`src/rtl/ficu_pkg.sv`:
```
// Shared opcodes, stage payload structs and constants for the float/integer
// conversion unit. No dependencies.
package ficu_pkg;
  localparam logic [2:0] OP_F32_U32 = 3'd0;
  localparam logic [2:0] OP_F64_U32 = 3'd1;
  localparam logic [2:0] OP_F64_U64 = 3'd2;
  localparam logic [2:0] OP_S64_F64 = 3'd3;
  localparam logic [2:0] OP_U64_F64 = 3'd4;

  localparam logic [63:0] ONES64 = 64'hFFFF_FFFF_FFFF_FFFF;
  localparam logic [63:0] ONES32 = 64'h0000_0000_FFFF_FFFF;

  // Decoded word after stage 1.
  typedef struct packed {
    logic        valid;
    logic        is_int;     // integer to double path
    logic        fixed;      // result already known
    logic [63:0] fixed_val;
    logic        left;       // shift left for float path
    logic [6:0]  shamt;
    logic [63:0] mant;       // float mantissa, or integer magnitude
    logic        sign;       // integer sign
  } s1_t;

  // Word after stage 2 (shift / normalize).
  typedef struct packed {
    logic        valid;
    logic        is_int;
    logic        fixed;
    logic [63:0] fixed_val;
    logic [63:0] shifted;    // float path result, or normalized magnitude
    logic [5:0]  lz;
    logic        zero;
    logic        sign;
  } s2_t;
endpackage

```
`src/rtl/ficu_decode.sv`:
```
// Stage 1: classify operand and compute shift amounts.
// Depends on ficu_pkg.
module ficu_decode (
  input  logic             clk,
  input  logic             rst,
  input  logic             in_valid,
  input  logic [2:0]       req_type,
  input  logic [63:0]      operand,
  output ficu_pkg::s1_t    s1
);
  import ficu_pkg::*;
  s1_t nx;
  logic [7:0]  e8;
  logic [10:0] e11;
  logic [63:0] mag;
  always_comb begin
    nx = '0;
    nx.valid = in_valid;
    e8  = operand[30:23];
    e11 = operand[62:52];
    mag = operand;
    unique case (req_type)
      OP_F32_U32: begin
        nx.mant = {40'd0, 1'b1, operand[22:0]};
        if (operand[31]) begin
          nx.fixed = 1'b1;
          nx.fixed_val = (e8 < 8'h7f) ? 64'd0 : ONES32;
        end else if (e8 < 8'h7f) begin
          nx.fixed = 1'b1;
        end else if (e8 > 8'h9e) begin
          nx.fixed = 1'b1;
          nx.fixed_val = ONES32;
        end else if (e8 <= 8'h96) begin
          nx.shamt = 7'(8'h96 - e8);
        end else begin
          nx.left = 1'b1;
          nx.shamt = 7'(e8 - 8'h96);
        end
      end
      OP_F64_U32, OP_F64_U64: begin
        nx.mant = {11'd0, 1'b1, operand[51:0]};
        if (operand[63]) begin
          nx.fixed = 1'b1;
          nx.fixed_val = (e11 < 11'h3ff) ? 64'd0 :
                         (req_type == OP_F64_U64) ? ONES64 : ONES32;
        end else if (e11 < 11'h3ff) begin
          nx.fixed = 1'b1;
        end else if (e11 > ((req_type == OP_F64_U64) ? 11'h43e : 11'h41e)) begin
          nx.fixed = 1'b1;
          nx.fixed_val = (req_type == OP_F64_U64) ? ONES64 : ONES32;
        end else if (e11 <= 11'h433) begin
          nx.shamt = 7'(11'h433 - e11);
        end else begin
          nx.left = 1'b1;
          nx.shamt = 7'(e11 - 11'h433);
        end
      end
      OP_S64_F64, OP_U64_F64: begin
        nx.is_int = 1'b1;
        nx.sign = (req_type == OP_S64_F64) && operand[63];
        if (nx.sign) mag = 64'(~operand + 64'd1);
        nx.mant = mag;
      end
      default: begin
        nx.fixed = 1'b1;
      end
    endcase
  end
  always_ff @(posedge clk) begin
    if (rst) s1.valid <= 1'b0;
    else s1.valid <= nx.valid;
    s1.is_int <= nx.is_int;
    s1.fixed <= nx.fixed;
    s1.fixed_val <= nx.fixed_val;
    s1.left <= nx.left;
    s1.shamt <= nx.shamt;
    s1.mant <= nx.mant;
    s1.sign <= nx.sign;
  end
endmodule

```
`src/rtl/ficu_shift.sv`:
```
// Stage 2: float mantissa shift, integer leading-zero count and normalize.
// Depends on ficu_pkg.
module ficu_shift (
  input  logic          clk,
  input  logic          rst,
  input  ficu_pkg::s1_t s1,
  output ficu_pkg::s2_t s2
);
  import ficu_pkg::*;
  s2_t nx;
  logic [5:0] lz;
  always_comb begin
    lz = 6'd0;
    for (int i = 0; i < 64; i++) begin
      if (s1.mant[i]) lz = 6'(63 - i);
    end
    nx = '0;
    nx.valid = s1.valid;
    nx.is_int = s1.is_int;
    nx.fixed = s1.fixed;
    nx.fixed_val = s1.fixed_val;
    nx.sign = s1.sign;
    nx.lz = lz;
    nx.zero = (s1.mant == 64'd0);
    if (s1.is_int) nx.shifted = s1.mant << lz;
    else if (s1.left) nx.shifted = s1.mant << s1.shamt[5:0];
    else nx.shifted = s1.mant >> s1.shamt[5:0];
  end
  always_ff @(posedge clk) begin
    if (rst) s2.valid <= 1'b0;
    else s2.valid <= nx.valid;
    s2.is_int <= nx.is_int;
    s2.fixed <= nx.fixed;
    s2.fixed_val <= nx.fixed_val;
    s2.shifted <= nx.shifted;
    s2.lz <= nx.lz;
    s2.zero <= nx.zero;
    s2.sign <= nx.sign;
  end
endmodule

```
`src/rtl/ficu_round.sv`:
```
// Stage 3: round normalized integer to double, select final result.
// Depends on ficu_pkg.
module ficu_round (
  input  logic          clk,
  input  logic          rst,
  input  ficu_pkg::s2_t s2,
  output logic          done,
  output logic [63:0]   result
);
  import ficu_pkg::*;
  logic [52:0] keep;
  logic        g, st, up;
  logic [53:0] sum;
  logic [10:0] ex;
  logic [63:0] dbl, r;
  always_comb begin
    keep = s2.shifted[63:11];
    g = s2.shifted[10];
    st = |s2.shifted[9:0];
    up = g && (st || keep[0]);
    sum = {1'b0, keep} + 54'(up);
    ex = 11'(11'd1086 - {5'd0, s2.lz});
    // carry out of rounding bumps exponent, mantissa wraps to zero
    if (sum[53]) dbl = {s2.sign, 11'(ex + 11'd1), 52'd0};
    else dbl = {s2.sign, ex, sum[51:0]};
    if (s2.zero) dbl = 64'd0;
    if (s2.fixed) r = s2.fixed_val;
    else if (s2.is_int) r = dbl;
    else r = s2.shifted;
  end
  always_ff @(posedge clk) begin
    if (rst) done <= 1'b0;
    else done <= s2.valid;
    result <= r;
  end
endmodule

```
`src/rtl/float_integer_conversion_unit.sv`:
```
// Float/integer conversion unit top level.
// start passes each stage register on its way to done; one word accepted every cycle.
// busy is tied low: the receiver cannot stall, so the pipe always advances.
// Synchronous reset clears the stage valid bits; no result after reset.
// Stages: decode, shift/normalize, round/select. Depends on ficu_pkg.
module float_integer_conversion_unit (
  input  logic        clk,
  input  logic        rst,
  input  logic        start,
  output logic        busy,
  input  logic [2:0]  req_type,
  input  logic [63:0] operand,
  output logic        done,
  output logic [63:0] result
);
  import ficu_pkg::*;
  s1_t s1;
  s2_t s2;
  assign busy = 1'b0;
  ficu_decode u_dec (.clk, .rst, .in_valid(start), .req_type, .operand, .s1);
  ficu_shift  u_sh  (.clk, .rst, .s1, .s2);
  ficu_round  u_rnd (.clk, .rst, .s2, .done, .result);

  a_lat: assert property (@(posedge clk) disable iff (rst)
    start |-> ##3 done) else $error("done missing");
  a_nostray: assert property (@(posedge clk) disable iff (rst)
    done |-> $past(start, 3)) else $error("stray done");
  a_zero: assert property (@(posedge clk) disable iff (rst)
    s2.valid && s2.is_int && s2.zero |=> result == 64'd0) else $error("zero");
endmodule
```
`config.mk`:
```
export PLATFORM = sky130hd
export DESIGN_NAME = float_integer_conversion_unit
export DESIGN_NICKNAME = d
export VERILOG_FILES = /design/src/rtl/ficu_pkg.sv /design/src/rtl/ficu_decode.sv /design/src/rtl/ficu_shift.sv /design/src/rtl/ficu_round.sv /design/src/rtl/float_integer_conversion_unit.sv
export SDC_FILE = /design/constraint.sdc
export NUM_CORES = 1
export LEC_CHECK = 0
export BUFFER_PORTS_ARGS = -buffer_cell sky130_fd_sc_hd__buf_2
export CAP_MARGIN = 20
export CELL_PAD_IN_SITES_DETAIL_PLACEMENT = 2
export CELL_PAD_IN_SITES_GLOBAL_PLACEMENT = 2
export CORE_MARGIN = 4
export CORE_UTILIZATION = 31
export CTS_CLUSTER_DIAMETER = 50
export DETAILED_ROUTE_END_ITERATION = 8
export PLACE_DENSITY_LB_ADDON = 0.1
export SYNTH_ARGS = -nofsm -noshare
export SYNTH_HDL_FRONTEND = slang
export SYNTH_HIERARCHICAL = 1
export SYNTH_SLANG_ARGS = --single-unit
```
`constraint.sdc`:
```
create_clock -name clk -period 4.1 [get_ports clk]
set_input_delay 0 -clock clk [delete_from_list [all_inputs] [get_ports clk]]
set_output_delay 0 -clock clk [all_outputs]
set_load 0.05 [all_outputs]
```
==> flow_summary.json <==
{
  "dieWidth_um": 293,
  "grt_pass1_wl_um": 201000,
  "dp_hpwl_um": 111000,
  "cpMostUsedCell": "buf_4",
  "antenna_cells": 0,
  "root_buffer": "clkbuf_16",
  "grt_pass1_vias": 27900,
  "clockBufferDepth": 3,
  "die-area_mm2": 0.0856,
  "gp_congestion": 1.00,
  "routed_wl_um": 140000,
  "post-place-cells": 4230,
  "synth_warnings": 6,
  "cts_tree": "done",
  "cts_buffers": 47,
  "critical_path.slowest_cell": "a2111oi_0",
  "skew_ns": 0.0222,
  "antenna_left": 0,
  "antenna_found_initial": 0,
  "grt_max_degree": 132,
  "cp_max_fo": 19,
  "critPathArrivalTime_ns": 4.45,
  "fmaxAchievable_mhz": 251,
  "crit_chain": "nor2_1 > o31ai_1 > a2111oi_0 > buf_4 > a2111o_1 > a31oi_4 > buf_12 > buf_4 > buf_4 > mux2i_1 > buf_4 > a22oi_1 > nand2_1 > a221oi_1 > nand2_1",
  "placed_cell_area_mm2": 0.0278,
  "nets": 3384,
  "drive_gt1_share_pct": 23.5,
  "timing.hold.ws_ns": 0.0236,
  "htreeDepth": 2,
  "grt_overflow": 0,
  "slew-limit-headroom_pct": 28.9,
  "use_met3_pct": 4.12,
  "path_clk_slew_ns": 0.06,
  "start_util_pct": 31.2,
  "setup_viol": 0,
  "vias": 26900,
  "worst_skew_pair.late_latency_ns": 0.61,
  "rows": 104,
  "min_period_ns": 3.99,
  "use_met1_pct": 39.3,
  "clkSinkCount": 281,
  "wl_per_cell_um": 31.8,
  "vias_per_cell": 6.11,
  "tightest_slew_ns": 1.06,
  "synth_area_per_cell_um2": 8.09,
  "required_ns": 4.56,
  "p_leak_uw": 0.0121,
  "ios": 136,
  "top_usage_layer": "met2",
  "hold_class": "primary input to flop",
  "final_area_mm2": 0.0303,
  "worst_setup_path_start_kind": "flop",
  "critPathCaptureType": "flop",
  "final_cells": 4399,
  "max-vdd-ir-drop_mv": 0.295,
  "synthesis.instances": 3105,
  "slew_violations": 0,
  "worstSetupPathType": "flop to flop",
  "die_h_um": 293,
  "pwr_density_cell_mw_per_mm2": 421,
  "core-area_mm2": 0.0804,
  "hold_violations": 0,
  "status": "completed",
  "rsz0062_at_grt": "false",
  "use_met2_pct": 54.2,
  "port-buffer-count": 134,
  "syn_area_mm2": 0.0251,
  "critPathMaxStageDelay_ns": 0.88,
  "drc": 0,
  "dr.pass1.iters": 5,
  "final_util_pct": 37.7,
  "min_period_over_period_pct": 97.4,
  "finalSetupTns_ns": 0,
  "syn_nets": 3189,
  "grt.total_usage_pct": 31.4,
  "area_growth_syn_to_layout_pct": 20.6,
  "maxCapViolations": 0,
  "drt-initial-drc-count": 2292
}
-- report_power, final --
part / internal [uW] / switching, uW
logic: 1900 / 3200
clock network: 2470 / 1650
registers: 3040 / 479
total: 7410 / 5330
-- per-layer routing --
layer	wire, um	share of wire (%)	vias up
met3	7700	5.5	219
met2	67400	48	1005
met5	0	0	-
met4	7180	5.1	0
met1	57500	41	13800
li1	-	-	11900
-- final cells by class --
class	instances	area, um^2
Fill cell	9082	50100
Multi-Input combinational cell	2402	17500
Sequential cell	281	5650
Timing Repair Buffer	515	3950
Tap cell	1060	1330
Clock buffer	57	1260
Clock inverter	31	382
Inverter	53	208
-- path summary, 6_finish.rpt --
path / slack, ns / startpoint / to / cells past startpoint
worst max-delay path: 0.11 / u_dec/s1[46]$_DFF_P_ / u_sh/s2[67]$_DFF_P_ / 15
worst min-delay path: 0.02 / req_type[0] / u_dec/s1[24]$_DFF_P_ / 4
worst max register to register: 0.11 / u_dec/s1[46]$_DFF_P_ / u_sh/s2[67]$_DFF_P_ / 15
worst min register to register: 0.32 / u_dec/s1[137]$_DFF_P_ / u_sh/s2[136]$_DFF_P_ / 0
-- metrics by stage --
stage	total power (uW)	setup WS, ns
after floorplan	6190	1.11
after CTS	12700	0.00923
after detailed placement	8480	0.0709
after global routing	13200	0.0340
after global placement	8400	0.169
final	12700	0.109
-- worst max-delay path, delay by kind of cell (launching register included) --
family                 cells  cell delay [ns]
AOI/OAI and AO/OA          6             1.69
buffers and inverters      5             1.05
and+or+nand+nor            3             0.47
DFF                        1             0.44
muxes                      1             0.17
-- layout by cell type, fill, tap and decap left out, drive strengths merged, types with 10 or more instances in the layout --
cell	n
a211o	20
a211oi	40
a21oi	259
a221oi	17
a22oi	27
a31oi	27
and2	12
and3	22
buf	435
clkbuf	57
clkinv	14
dfxtp	281
dlygate4sd3	80
ha	14
inv	65
mux2	36
mux2i	292
mux4	128
nand2	199
nand2b	23
nand3	63
nand4	45
nor2	418
nor2b	17
nor3	105
nor3b	59
nor4	51
o211ai	21
o21ai	146
o221ai	11
o22a	20
o22ai	61
o311ai	10
o31ai	10
or3	22
or4	19
xnor2	47
xor2	35
-- what timing repair did --
action	4_1_cts	5_1_grt
resized for setup	0	5
endpoints found under the setup margin	0	11
buffers inserted	0	1
endpoints found under the hold margin	68	0
hold buffers	80	0
-- state kept, by name (all words and copies together) (netlist names) --
| register | cells |
|---|---|
| u_sh/s2 | 139 |
| u_rnd/result | 64 |
| u_dec/s1 | 77 |
| u_rnd/done | 1 |
No activity file was read; power rests on OpenSTA's default activity.
